### src/sv/w6e_pkg.sv
// Package for the 3-to-4 word expansion encoder.
// Holds lane masks, the group phase type and the result and state structs.
`default_nettype none

package w6e_pkg;

	localparam int unsigned WORD_W  = 32;
	localparam int unsigned PADDR_W = 3;

	localparam logic [PADDR_W-3:0] REG_CODE_OFFSET = 1'b0;

	localparam logic [WORD_W-1:0] KEEP0  = 32'h3F3F3F3F;
	localparam logic [WORD_W-1:0] EVICT0 = 32'hC0C0C0C0;
	localparam logic [WORD_W-1:0] FRONT1 = 32'hC0C0C0C0;
	localparam logic [WORD_W-1:0] KEEP1  = 32'h0F0F0F0F;
	localparam logic [WORD_W-1:0] EVICT1 = 32'h30303030;
	localparam logic [WORD_W-1:0] FRONT2 = 32'hF0F0F0F0;
	localparam logic [WORD_W-1:0] KEEP2  = 32'h03030303;
	localparam logic [WORD_W-1:0] EVICT2 = 32'h0C0C0C0C;

	typedef enum logic [1:0] {
		PH_0 = 2'd0,
		PH_1 = 2'd1,
		PH_2 = 2'd2
	} phase_t;

	typedef struct packed {
		phase_t              phase;
		logic [WORD_W-1:0]   gathered;
	} enc_state_t;

	typedef struct packed {
		logic [WORD_W-1:0] code;
		logic              last;
	} result_t;

endpackage

`default_nettype wire

### src/sv/w6e_in_if.sv
// Input channel of the encoder: one source word per handshake.
// Standalone interface with valid/ready and the source word payload.
`default_nettype none

interface w6e_in_if;
	logic        valid;
	logic        ready;
	logic [31:0] data_word;
	logic        last_word;

	modport source (output valid, output data_word, output last_word, input ready);
	modport sink (input valid, input data_word, input last_word, output ready);
endinterface

`default_nettype wire

### src/sv/w6e_out_if.sv
// Output channel of the encoder: one code word per handshake.
// Standalone interface with valid/ready and the code word payload.
`default_nettype none

interface w6e_out_if;
	logic        valid;
	logic        ready;
	logic [31:0] code_word;
	logic        last_code;

	modport source (output valid, output code_word, output last_code, input ready);
	modport sink (input valid, input code_word, input last_code, output ready);
endinterface

`default_nettype wire

### src/sv/word_6bit_expand_encoder.sv
// Top level of the 3-to-4 word expansion encoder with its APB register port.
// Depends on w6e_pkg, w6e_in_if, w6e_out_if and w6e_core.
// A source word is accepted in any cycle in which the two-entry result buffer can take both
// results it may cause; each result is registered in the buffer before it leaves. Every third word of a
// group, and the last word of a message, also yields the gathered word, so the single output
// channel sets the sustained rate at four code words per three source words. Register
// code_offset sits at byte address 0 and should be written only while the block is idle.
`default_nettype none

module word_6bit_expand_encoder
	import w6e_pkg::*;
(
	input  logic               clk,
	input  logic               arst_n,
	w6e_in_if.sink             data_in,
	w6e_out_if.source          code_out,
	input  logic               psel,
	input  logic               penable,
	input  logic               pwrite,
	input  logic [PADDR_W-1:0] paddr,
	input  logic [WORD_W-1:0]  pwdata,
	output logic [WORD_W-1:0]  prdata,
	output logic               pready
);

	logic [WORD_W-1:0] code_offset_q;
	enc_state_t        state_q;
	enc_state_t        state_next;
	result_t           first;
	result_t           second;
	logic              two;
	logic              o_valid_q;
	result_t           o_q;
	logic              p_valid_q;
	result_t           p_q;
	logic              accept;
	logic              o_fire;
	logic              reg_hit;

	assign pready  = 1'b1;
	assign reg_hit = (paddr[PADDR_W-1:2] == REG_CODE_OFFSET);
	assign prdata  = reg_hit ? code_offset_q : '0;

	always_ff @(posedge clk or negedge arst_n) begin
		if (!arst_n) begin
			code_offset_q <= '0;
		end else if (psel && penable && pwrite && pready && reg_hit) begin
			code_offset_q <= pwdata;
		end
	end

	w6e_core u_core (
		.state      (state_q),
		.offset     (code_offset_q),
		.data_word  (data_in.data_word),
		.last_word  (data_in.last_word),
		.first      (first),
		.second     (second),
		.two        (two),
		.state_next (state_next)
	);

	assign o_fire        = o_valid_q && code_out.ready;
	assign data_in.ready = !p_valid_q && (!o_valid_q || code_out.ready);
	assign accept        = data_in.valid && data_in.ready;

	always_ff @(posedge clk or negedge arst_n) begin
		if (!arst_n) begin
			state_q   <= '{phase: PH_0, gathered: '0};
			o_valid_q <= 1'b0;
			p_valid_q <= 1'b0;
		end else if (accept) begin
			state_q   <= state_next;
			o_valid_q <= 1'b1;
			p_valid_q <= two;
		end else if (o_fire) begin
			o_valid_q <= p_valid_q;
			p_valid_q <= 1'b0;
		end
	end

	always_ff @(posedge clk) begin
		if (accept) begin
			o_q <= first;
			p_q <= second;
		end else if (o_fire) begin
			o_q <= p_q;
		end
	end

	assign code_out.valid     = o_valid_q;
	assign code_out.code_word = o_q.code;
	assign code_out.last_code = o_q.last;

endmodule

`default_nettype wire

### src/sv/w6e_core.sv
// Combinational encode step: one source word against the group state.
// Depends on w6e_pkg for masks, phase type and result structs.
`default_nettype none

module w6e_core
	import w6e_pkg::*;
(
	input  enc_state_t        state,
	input  logic [WORD_W-1:0] offset,
	input  logic [WORD_W-1:0] data_word,
	input  logic              last_word,
	output result_t           first,
	output result_t           second,
	output logic              two,
	output enc_state_t        state_next
);

	logic [WORD_W-1:0] code;
	logic [WORD_W-1:0] gath;
	phase_t            phase_adv;
	logic              flush;

	always_comb begin
		case (state.phase)
			PH_0:    phase_adv = PH_1;
			PH_1:    phase_adv = PH_2;
			PH_2:    phase_adv = PH_0;
			default: phase_adv = PH_1;
		endcase
	end

	always_comb begin
		case (state.phase)
			PH_1: begin
				code = ((data_word & FRONT1) >> 2) | (data_word & KEEP1);
				gath = state.gathered | (data_word & EVICT1);
			end
			PH_2: begin
				code = ((data_word & FRONT2) >> 2) | (data_word & KEEP2);
				gath = state.gathered | (data_word & EVICT2);
			end
			default: begin
				code = data_word & KEEP0;
				gath = data_word & EVICT0;
			end
		endcase
	end

	assign flush = last_word || (state.phase == PH_2);

	assign first.code  = code + offset;
	assign first.last  = 1'b0;
	assign second.code = (gath >> 2) + offset;
	assign second.last = last_word;
	assign two         = flush;

	assign state_next.phase    = flush ? PH_0 : phase_adv;
	assign state_next.gathered = flush ? '0 : gath;

endmodule

`default_nettype wire

### src/flat_wrapper.sv
// flat-port wrapper written by rule: the top's interface ports become plain ports
module word_6bit_expand_encoder_flat import w6e_pkg::*;
  (clk, arst_n, psel, penable, pwrite, paddr, pwdata, prdata, pready, data_in_valid, data_in_data_word, data_in_last_word, data_in_ready, code_out_valid, code_out_code_word, code_out_last_code, code_out_ready);
  w6e_in_if data_in_i ();
  w6e_out_if code_out_i ();
  input  logic clk;
  input  logic arst_n;
  input  logic psel;
  input  logic penable;
  input  logic pwrite;
  input  logic [PADDR_W-1:0] paddr;
  input  logic [WORD_W-1:0] pwdata;
  output logic [WORD_W-1:0] prdata;
  output logic pready;
  input wire logic [$bits(data_in_i.valid)-1:0] data_in_valid;
  input wire logic [$bits(data_in_i.data_word)-1:0] data_in_data_word;
  input wire logic [$bits(data_in_i.last_word)-1:0] data_in_last_word;
  output wire logic [$bits(data_in_i.ready)-1:0] data_in_ready;
  output wire logic [$bits(code_out_i.valid)-1:0] code_out_valid;
  output wire logic [$bits(code_out_i.code_word)-1:0] code_out_code_word;
  output wire logic [$bits(code_out_i.last_code)-1:0] code_out_last_code;
  input wire logic [$bits(code_out_i.ready)-1:0] code_out_ready;
  assign data_in_i.valid = data_in_valid;
  assign data_in_i.data_word = data_in_data_word;
  assign data_in_i.last_word = data_in_last_word;
  assign data_in_ready = data_in_i.ready;
  assign code_out_valid = code_out_i.valid;
  assign code_out_code_word = code_out_i.code_word;
  assign code_out_last_code = code_out_i.last_code;
  assign code_out_i.ready = code_out_ready;
  word_6bit_expand_encoder u_core (.clk(clk), .arst_n(arst_n), .data_in(data_in_i), .code_out(code_out_i), .psel(psel), .penable(penable), .pwrite(pwrite), .paddr(paddr), .pwdata(pwdata), .prdata(prdata), .pready(pready));
endmodule
### config.mk
export PLATFORM = sky130hd
export DESIGN_NAME = word_6bit_expand_encoder_flat
export DESIGN_NICKNAME = d
export VERILOG_FILES = /design/src/sv/w6e_pkg.sv /design/src/sv/w6e_in_if.sv /design/src/sv/w6e_out_if.sv /design/src/sv/word_6bit_expand_encoder.sv /design/src/sv/w6e_core.sv /design/src/flat_wrapper.sv
export SDC_FILE = /design/constraint.sdc
export NUM_CORES = 1
export LEC_CHECK = 0
export BUFFER_PORTS_ARGS = -buffer_cell sky130_fd_sc_hd__buf_4
export CAP_MARGIN = 0
export CELL_PAD_IN_SITES_DETAIL_PLACEMENT = 1
export CELL_PAD_IN_SITES_GLOBAL_PLACEMENT = 1
export CORE_AREA = 2 2 151 153
export DETAILED_ROUTE_END_ITERATION = 8
export DIE_AREA = 0 0 153 155
export PLACE_DENSITY = 0.76
export SYNTH_ARGS = -nofsm -noshare
export SYNTH_HDL_FRONTEND = slang
export SYNTH_SLANG_ARGS = --single-unit
export TNS_END_PERCENT = 10
### constraint.sdc
create_clock -name clk -period 3.42 [get_ports clk]
set_clock_uncertainty 0.15 [all_clocks]
set_input_delay 0.342 -clock clk [delete_from_list [all_inputs] [get_ports clk]]
set_output_delay 0.342 -clock clk [all_outputs]
set_load 0.03 [all_outputs]
==> run summary, run 1 <==
Run status: finished, violations left
Failing checks: setup timing
Combinational Power Share: 0.581
Kind of critical path: reg -> reg
Post-route ant nets: 0
Power Dens Cells: 868.1 nW/µm²
Vias: 8,927
Slowest-stage cell, CP: dfrtp_1
Required @ worst endpoint: 3440 ps
Slew Limit Fails: 0
Switching share of power: 0.4452
Die Ht: 155 µm
CP arrival: 3700 ps
HPWL after DPL: 23,370 µm
Boundary Pins: 143
Initial DRC Count: 753
Port bufs: 139
Flop2flop setup slack: -270 ps
Lkg Pwr: 5.401 nW
DP Area: 10,840 µm²
Utilization after layout: 0.5597
Global route overflow: 0
Row count: 55
Switching pwr: 4.808 mW
Pwr Total: 10.80 mW
Hold crit path type: in -> reg
First-pass GRT wire length: 51,560 µm
CTS tree: done
CP Launch Type: flip-flop
Adder-cell share of the synthesized area: 0.08749
Vias in the first global route: 8,993
Chip width: 153 µm
CTS root buf: clkbuf_16
Vias per cell: 6.102
Starting Density: 0.3938
Largest net degree at the start of global routing: 67
Min-delay src: pwdata[0]
WL per Instance: 24.96 µm
Initial antenna violation count: 1
Cell mode on critical path: buf_4
Clock-pin slew on the worst setup and hold paths: 60 ps
Part of the power in the clock network: 0.170
Die Area: 23,720 µm²
Mean Syn Cell Area: 9.912 µm²
H-tree levels: 4
Pint: 5.991 mW
Clock Latency Late Sink: 440 ps
Post-route DRC: 0
Max frequency: 271.3 MHz
Compound-cell area share of the yosys netlist: 0.2152
Hold EP: u_core.code_offset_q[0]$_DFFE_PN0P_
GPL Wtd Cong: 0.9474
Max cap viols: 0
Largest family of logic cells by synthesized area: compound AO/OA/AOI/OAI gates
Register bit count reported by yosys: 132
Placement Setup Slack: -325.3 ps
Worst setup EP type: flip-flop
Synth Area in XOR/XNOR: 0.04403
First-pass iteration count of the detailed router: 5
Minimum clock period: 3686 ps
Post-synthesis cell count: 883
CP max stage delay: 440 ps
Crit path cell chain: buf_6 > ha_4 > nor2_4 > nor2_4 > buf_4 > a22o_1 > ha_1 > buf_4 > a21oi_1 > o211ai_1 > o2111ai_1 > a21o_1 > a41oi_2 > buf_4 > buf_6 > nand2_2 > o211ai_1
Post-Layout Cell Count: 1,463
Final period util: 1.078
Worst slew pin tran: 1001 ps
CP bufs+invs: 5
Gr usage total: 0.2816
Worst VDD drop: 0.4327 mV
Share of layout cells above drive strength 1: 0.3767
Drt total wl: 36,510 µm
Final setup margin: -266.2 ps
RSZ-0062 raised after global routing: yes
Bufs on Longest Clock Path: 2
# setup viols final: 25
Fin. Hold Viols: 0
Final instance area: 12,440 µm²
Post-synthesis mux area share: 0.04475
Worst slew margin: 0.3326
Synthesized net count: 1,018
EDFF count, synth: 65
Reg2Reg Depth: 17
Synthesized cell area: 8752 µm²
R2R Path End: u_core.p_q[32]$_DFFE_PP_
Maximum fanout along the worst path: 8
Placed Cells: 1,377
Yosys cell types: 79
Synth Warn #: 0
Nets: 1,298
Ys flop type: dfrtp_1
P&R area growth vs syn: 42.14%
Worst path depth: 17
Sequential power share: 0.249
Register area share after synthesis: 0.4140
Clock sinks: 132
Inserted Clock Buffers: 17
Critical R2R Launch: u_core.state_q[32]$_DFFE_PN0P_
Ys async rst share: 0.5000
CP delay by family, top: compound AO/OA/AOI/OAI gates
Simple-Gate Fraction of Synth Area: 0.1565
Placeable core area: 22,230 µm²
Worst hold stages: 2
Yosys cell counts (all sizes together), types with 9 or more instances:
master,count,area (µm²)
a21o,19,142.6
o211ai,10,85.08
edfxtp,65,1952
a211oi,13,122.6
xor2,16,140.1
nor2b,40,250.2
nand4,14,87.58
and3,13,82.58
clkbuf,36,166.4
mux2,33,371.6
a21oi,67,339.1
nand3,45,225.2
ha,58,725.7
buf,10,53.80
xnor2,28,245.2
inv,26,97.59
and2,10,63.81
nor3,10,55.05
nand2,53,198.9
a22o,48,420.4
o21a,9,68.82
o21ai,51,255.2
nor2,64,240.2
dfrtp,66,1652
worst reg2reg max path, cell delays in order (launching register included):
cell and delay, ps:
dfrtp_1 440, buf_6 150, ha_4 160, nor2_4 130, nor2_4 90, buf_4 180
a22o_1 240, ha_1 360, buf_4 180, a21oi_1 270, o211ai_1 140, o2111ai_1 150
a21o_1 200, a41oi_2 160, buf_4 190, buf_6 110, nand2_2 50, o211ai_1 90
registers in the layout, indices dropped and copies added, names as in the netlist:
register and flops:
u_core.p_q 33, u_core.p_valid_q 1, u_core.code_out.valid 1, u_core.code_offset_q 32, u_core.state_q 32, u_core.code_out.code_word 32, u_core.code_out.last_code 1
layer usage:
metal | global-route usage | vias up | wire length [µm]
li1 | - | 3856 | -
met1 | 0.3712 | 4506 | 14920
met2 | 0.4587 | 445 | 17570
met3 | 0.04568 | 120 | 2562
met4 | 0.1265 | 0 | 1459
met5 | 0 | - | 0
worst max path at each step:
stage / startpoint / end / slack, ps
final: u_core.state_q[32]$_DFFE_PN0P_ / u_core.p_q[32]$_DFFE_PP_ / -270
after global routing: u_core.state_q[32]$_DFFE_PN0P_ / u_core.p_q[32]$_DFFE_PP_ / -340
after CTS: u_core.state_q[32]$_DFFE_PN0P_ / u_core.p_q[17]$_DFFE_PP_ / -130
after detailed placement: u_core.state_q[33]$_DFFE_PN0P_ / u_core.code_out.code_word[29]$_DFFE_PP_ / -330
after global placement: u_core.state_q[32]$_DFFE_PN0P_ / u_core.code_out.code_word[30]$_DFFE_PP_ / -200
after floorplan: u_core.state_q[32]$_DFFE_PN0P_ / u_core.code_out.code_word[26]$_DFFE_PP_ / -10
power groups by stage:
| stage | Clock [mW] | Combinational (mW) | Sequential [mW] |
|---|---|---|---|
| 6_report | 1.83 | 6.28 | 2.69 |
| 5_1_grt | 1.89 | 6.60 | 2.73 |
| 4_1_cts | 1.82 | 5.72 | 2.65 |
| 3_5_place_dp | 0 | 5.28 | 2.67 |
| 3_3_place_gp | 0 | 5.13 | 2.64 |
| 2_1_floorplan | 0 | 2.89 | 2.92 |
placed cells by master, fill, tap and decap left out, types with 8 or more instances in the layout:
cell type and count:
nor2_1 52, a21o_1 19, a211oi_2 8, mux2_2 33
o21ai_0 43, xnor2_1 27, nand3_1 44, o21a_1 8
a21oi_1 44, buf_4 269, clkbuf_16 19, ha_4 15
a21oi_2 18, dlygate4sd3_1 33, xor2_1 15, nor2b_1 38
dfrtp_1 65, and3_1 11, edfxtp_1 65, inv_1 24
a22o_1 46, ha_1 41, nand2_1 52, nand4_1 14
o211ai_1 8
per-stage QoR:
step	hold WS [ps]	setup TNS (ps)
floorplan	-103.6	-16.30
global placement	307.3	-2547
detailed placement	322.3	-5744
CTS	10.58	-752.5
global route	18.60	-6057
finish	15.94	-3838
cell families (layout without fill, tap and decap cells):
kind of cell | count (synthesis) | after routing
compound gates | 265 | 265
xor+xnor | 44 | 44
fa+ha+maj | 60 | 60
buf+inv | 73 | 366
flops | 132 | 132
mux | 35 | 35
other cells | 1 | 3
simple gates | 273 | 273
timing repair:
action / in CTS / in global routing
buffers inserted: 15 / 4
setup endpoints to repair: 38 / 34
gates resized for setup: 65 / 48
pin swaps: 40 / 23
cloned: 0 / 0
hold buffers: 33 / 0
hold endpoints to repair: 98 / 0
area by class of cell:
type | instances | area [µm²]
Clock buffer | 22 | 506.7
Inverter | 26 | 97.59
Timing Repair Buffer | 308 | 2426
Tap cell | 285 | 356.6
Sequential cell | 132 | 3625
Fill cell | 2424 | 9787
Multi-Input combinational cell | 678 | 5356
Clock inverter | 10 | 67.56
Antenna cell | 2 | 5.005
Note: power is estimated with default switching activity, not from simulation.
==> inputs of run 2 (changes only) <==
Settings changed: CORE_AREA 2 2 151 153 to 4 4 145 147, DIE_AREA 0 0 153 155 to 0 0 149 151, PLACE_DENSITY 0.76 to 0.81.
Clock period 3.42 ns to 3.6 ns, I/O delays scaled along.
==> run summary, run 2 (synthesis gave the netlist of run 1 again) <==
Run status: finished, violations left
Failing checks: setup timing
Clock-pin slew on the worst setup and hold paths: 70 ps
Maximum fanout along the worst path: 8
Most frequent cells in the layout: 242 x buf_4, 65 x dfrtp_1, 65 x edfxtp_1
Gr usage total: 0.2912
CTS root buf: clkbuf_16
CP bufs+invs: 4
Filler cells: 2,193
Setup TNS: -2345 ps
Clock Latency Late Sink: 440 ps
Share of layout cells above drive strength 1: 0.3575
Utilization after layout: 0.5970
Nets: 1,241
Ant diodes: 0
WL per Instance: 25.87 µm
Cell mode on critical path: buf_4
Lkg Pwr: 5.175 nW
Placement Setup Slack: -280.9 ps
Kind of critical path: reg -> reg
Worst slew margin: 0.2770
Initial antenna violation count: 0
Vias: 8,614
Max frequency: 256.8 MHz
Required @ worst endpoint: 3630 ps
H-tree levels: 4
CP max stage delay: 450 ps
CP delay by family, top: compound AO/OA/AOI/OAI gates
Clock sinks: 132
Slew Limit Fails: 0
CP Launch Type: flip-flop
Boundary Pins: 143
Initial DRC Count: 1,052
GPL Wtd Cong: 0.9514
P&R area growth vs syn: 35.81%
Worst setup EP type: flip-flop
Max reg flops: 33
CP arrival: 3920 ps
Hold crit path type: in -> reg
Global route overflow: 0
Max cap viols: 0
CTS tree: done
Placed Cells: 1,336
Vias in the first global route: 8,629
Post-Layout Cell Count: 1,389
Placeable core area: 19,910 µm²
Vias per cell: 6.202
Power Dens Cells: 858.2 nW/µm²
Final setup margin: -294.0 ps
Fin. Hold Viols: 0
Die Ht: 151 µm
Post-route DRC: 0
Drt total wl: 35,940 µm
# setup viols final: 20
Inserted Clock Buffers: 17
Largest net degree at the start of global routing: 93
RSZ-0062 raised after global routing: yes
Chip width: 149 µm
First-pass iteration count of the detailed router: 6
Post-route ant nets: 0
Starting Density: 0.4396
Crit path cell chain: buf_4 > buf_4 > ha_2 > buf_6 > a21oi_2 > nor2_1 > ha_1 > o21ai_0 > nor2_1 > a211oi_2 > buf_4 > o41a_1 > a41oi_2 > nor4_2 > a311o_1
Port bufs: 139
Row count: 52
Die Area: 22,500 µm²
Worst slew pin tran: 1084 ps
Commonest non-fill, non-tap cell in the layout: buf_4
Biggest register: u_core.p_q
Minimum clock period: 3894 ps
Slowest-stage cell, CP: dfrtp_2
Final period util: 1.082
Worst VDD drop: 0.4439 mV
Pwr Total: 10.20 mW
Bufs on Longest Clock Path: 2
First-pass GRT wire length: 50,210 µm
HPWL after DPL: 23,120 µm
[run 2: layout make-up]
cell class	instances	area, µm²	area share
Clock buffer	17	425.4	0.03579
Inverter	26	97.59	0.008211
Tap cell	270	337.8	0.02842
Timing Repair Buffer	251	1916	0.1612
Clock inverter	15	196.4	0.01653
Sequential cell	132	3625	0.3049
Multi-Input combinational cell	678	5289	0.4449
[run 2: power by group]
part,internal [mW],total (mW),switching (mW)
sequential,2.19,2.53,0.339
combinational,2.32,5.80,3.47
clock,1.11,1.88,0.769
[run 2: worst paths after layout]
check | slack (ps) | depth (start not counted) | endpoint | from
worst max-delay path | -290 | 15 | u_core.p_q[30]$_DFFE_PP_ | u_core.state_q[32]$_DFFE_PN0P_
worst min register to register | 330 | 2 | u_core.code_out.last_code$_SDFFE_PP0P_ | u_core.code_out.last_code$_SDFFE_PP0P_
max in group asynchronous | 2190 | 2 | u_core.state_q[32]$_DFFE_PN0P_ | arst_n
worst max register to register | -290 | 15 | u_core.p_q[30]$_DFFE_PP_ | u_core.state_q[32]$_DFFE_PN0P_
min in group asynchronous | 460 | 2 | u_core.code_offset_q[23]$_DFFE_PN0P_ | arst_n
worst min-delay path | 5 | 2 | u_core.code_offset_q[0]$_DFFE_PN0P_ | pwdata[0]
[run 2: metrics by stage]
stage | area (µm²) | hold WS, ps
final | 11890 | 5.374
after global routing | 11890 | 3.689
after CTS | 11510 | 0.1891
after detailed placement | 10600 | 330.5
after global placement | 10600 | 300.0
after floorplan | 8752 | -85.59
[run 2: what timing repair did]
action	4_1_cts	5_1_grt
pin swaps	14	30
setup endpoints to repair	32	32
gates resized for setup	38	56
buffers inserted	9	7
endpoints found under the hold margin	68	1
cloned	0	1
hold buffers	3	1
[run 2: per-layer routing]
layer,part of all wire,wire length [µm],vias up,GRT usage
li1,-,-,3739,-
met1,0.40,14240,4281,0.3891
met2,0.48,17300,475,0.4788
met3,0.082,2929,119,0.04937
met4,0.041,1472,0,0.1062
met5,0,0,-,0
==> inputs of run 3 (changes only) <==
Settings changed: CORE_AREA 4 4 145 147 to 2 2 143 145, DIE_AREA 0 0 149 151 to 0 0 145 147.
==> run summary, run 3 (synthesis gave the netlist of run 1 again) <==
Combinational Power Share: 0.563
Initial antenna violation count: 0
Filler cells: 2,147
Row count: 52
CTS tree: done
Max cap viols: 0
Failing checks: hold timing, setup timing
Slew Limit Fails: 0
HPWL after DPL: 22,460 µm
Required @ worst endpoint: 3620 ps
Clock sinks: 132
Max reg flops: 33
Commonest non-fill, non-tap cell in the layout: buf_4
P&R area growth vs syn: 35.20%
Vias: 8,683
Inserted Clock Buffers: 17
Placement Setup Slack: -318.1 ps
Starting Density: 0.4410
Post-route ant nets: 0
Hold Slack: -9.546 ps
Die Ht: 147 µm
Cell mode on critical path: a211oi_2
Biggest register: u_core.p_q
Gr usage total: 0.2887
Global route overflow: 0
CTS root buf: clkbuf_16
Share of layout cells above drive strength 1: 0.3563
Post-route DRC: 0
H-tree levels: 4
Initial DRC Count: 930
Drt total wl: 35,790 µm
Run status: finished, violations left
Hold crit path type: in -> reg
Fin. Hold Viols: 7
Clock-pin slew on the worst setup and hold paths: 60 ps
GPL Wtd Cong: 0.8893
Chip width: 145 µm
Switching pwr: 4.512 mW
Lkg Pwr: 5.069 nW
Nets: 1,225
Kind of critical path: reg -> reg
Minimum clock period: 3802 ps
Placeable core area: 19,840 µm²
Power Dens Cells: 859.1 nW/µm²
# setup viols final: 19
Die Area: 21,320 µm²
Worst setup EP type: flip-flop
Switching share of power: 0.4438
First-pass GRT wire length: 48,000 µm
CP max stage delay: 440 ps
DR WL met2: 17,040 µm
Sequential power share: 0.251
Crit path cell chain: ha_4 > buf_8 > or2_4 > nor2_4 > ha_1 > a211oi_2 > nor2_2 > a211oi_4 > o21ai_2 > a211oi_2 > nor3_1 > a311o_1
Top routing layer in use: met4
CP arrival: 3820 ps
Boundary Pins: 143
Port bufs: 139
Vias per cell: 6.324
Max frequency: 263.0 MHz
Worst slew pin tran: 967.7 ps
CP Launch Type: flip-flop
Ant diodes: 0
Bufs on Longest Clock Path: 2
Most frequent cells in the layout: 228 x buf_4, 65 x dfrtp_1, 65 x edfxtp_1
Slowest-stage cell, CP: dfrtp_2
Part of the power in the clock network: 0.186
Pwr Total: 10.17 mW
Clock Latency Late Sink: 450 ps
RSZ-0062 raised after global routing: yes
Vias in the first global route: 8,455
Pint: 5.654 mW
WL per Instance: 26.07 µm
Met3 WL post-DR: 2913 µm
Final period util: 1.056
First-pass iteration count of the detailed router: 7
Largest net degree at the start of global routing: 93
Worst slew margin: 0.3549
Final setup margin: -202.0 ps
Worst VDD drop: 0.5356 mV
M1 WL: 14,350 µm
Maximum fanout along the worst path: 7
run 3: cell types whose count changed in the layout (fill, tap and decap cells not counted), sizes merged:
cell,change
buf,-13
bufinv,+1
clkbuf,+1
clkinvlp,+4
dlygate4sd3,-3
inv,-6
run 3: worst max-delay path: cells and delay by family (launching register included):
| kind | cells | cell delay, ps |
|---|---|---|
| AOI/OAI and AO/OA | 5 | 1530 |
| buffers and inverters | 1 | 140 |
| adders and majority gates | 2 | 560 |
| and+or+nand+nor | 4 | 700 |
| DFF | 1 | 440 |
run 3: layer usage:
layer,vias to the layer above,global-route usage
li1,3705,-
met1,4351,0.3906
met2,499,0.4793
met3,128,0.04348
met4,0,0.09257
met5,-,0
run 3: power by group through the flow:
stage / clock [mW] / sequential (mW) / combinational, mW
2_1_floorplan: 0 / 2.77 / 2.71
4_1_cts: 1.87 / 2.49 / 5.02
3_5_place_dp: 0 / 2.51 / 4.81
6_report: 1.89 / 2.55 / 5.73
5_1_grt: 1.96 / 2.58 / 5.99
3_3_place_gp: 0 / 2.48 / 4.62
run 3: timing repair:
item | 4_1_cts | 5_1_grt
hold buffers | 1 | 0
resized for setup | 23 | 87
endpoints found under the hold margin | 66 | 0
pin swaps | 6 | 48
endpoints found under the setup margin | 35 | 34
setup buffers | 4 | 11
run 3: final timing paths:
| path | from | to | slack (ps) | depth (start not counted) |
|---|---|---|---|---|
| hold / removal | pwdata[13] | u_core.code_offset_q[13]$_DFFE_PN0P_ | -10 | 2 |
| setup / recovery | u_core.state_q[33]$_DFFE_PN0P_ | u_core.p_q[24]$_DFFE_PP_ | -200 | 12 |
| hold reg to reg | u_core.code_out.last_code$_SDFFE_PP0P_ | u_core.code_out.last_code$_SDFFE_PP0P_ | 330 | 2 |
| setup reg to reg | u_core.state_q[33]$_DFFE_PN0P_ | u_core.p_q[24]$_DFFE_PP_ | -200 | 12 |
| max in group asynchronous | arst_n | u_core.state_q[33]$_DFFE_PN0P_ | 2180 | 2 |
| min in group asynchronous | arst_n | u_core.code_offset_q[24]$_DFFE_PN0P_ | 440 | 2 |
run 3: cell type report:
cell class                      count  area (µm²)  area share
Clock buffer                       18       439.2     0.03712
Clock inverter                     14       185.2     0.01565
Inverter                           26       97.59    0.008248
Multi-Input combinational cell    678        5346      0.4518
Sequential cell                   132        3625      0.3063
Tap cell                          270       337.8     0.02855
Timing Repair Buffer              235        1802      0.1523
run 3: per-stage QoR:
| stage | TNS [ps] | hold slack (ps) | utilization | area [µm²] | cells |
|---|---|---|---|---|---|
| 2_1_floorplan | 0 | -85.59 | - | 8752 | 883 |
| 3_3_place_gp | -1219 | 301.0 | 0.5305 | 10530 | 1326 |
| 3_5_place_dp | -5064 | 333.3 | 0.5305 | 10530 | 1326 |
| 4_1_cts | -245.1 | 0.8143 | 0.5687 | 11290 | 1363 |
| 5_1_grt | -1932 | -7.669 | 0.5963 | 11830 | 1373 |
| 6_report | -1407 | -9.546 | 0.5963 | 11830 | 1373 |
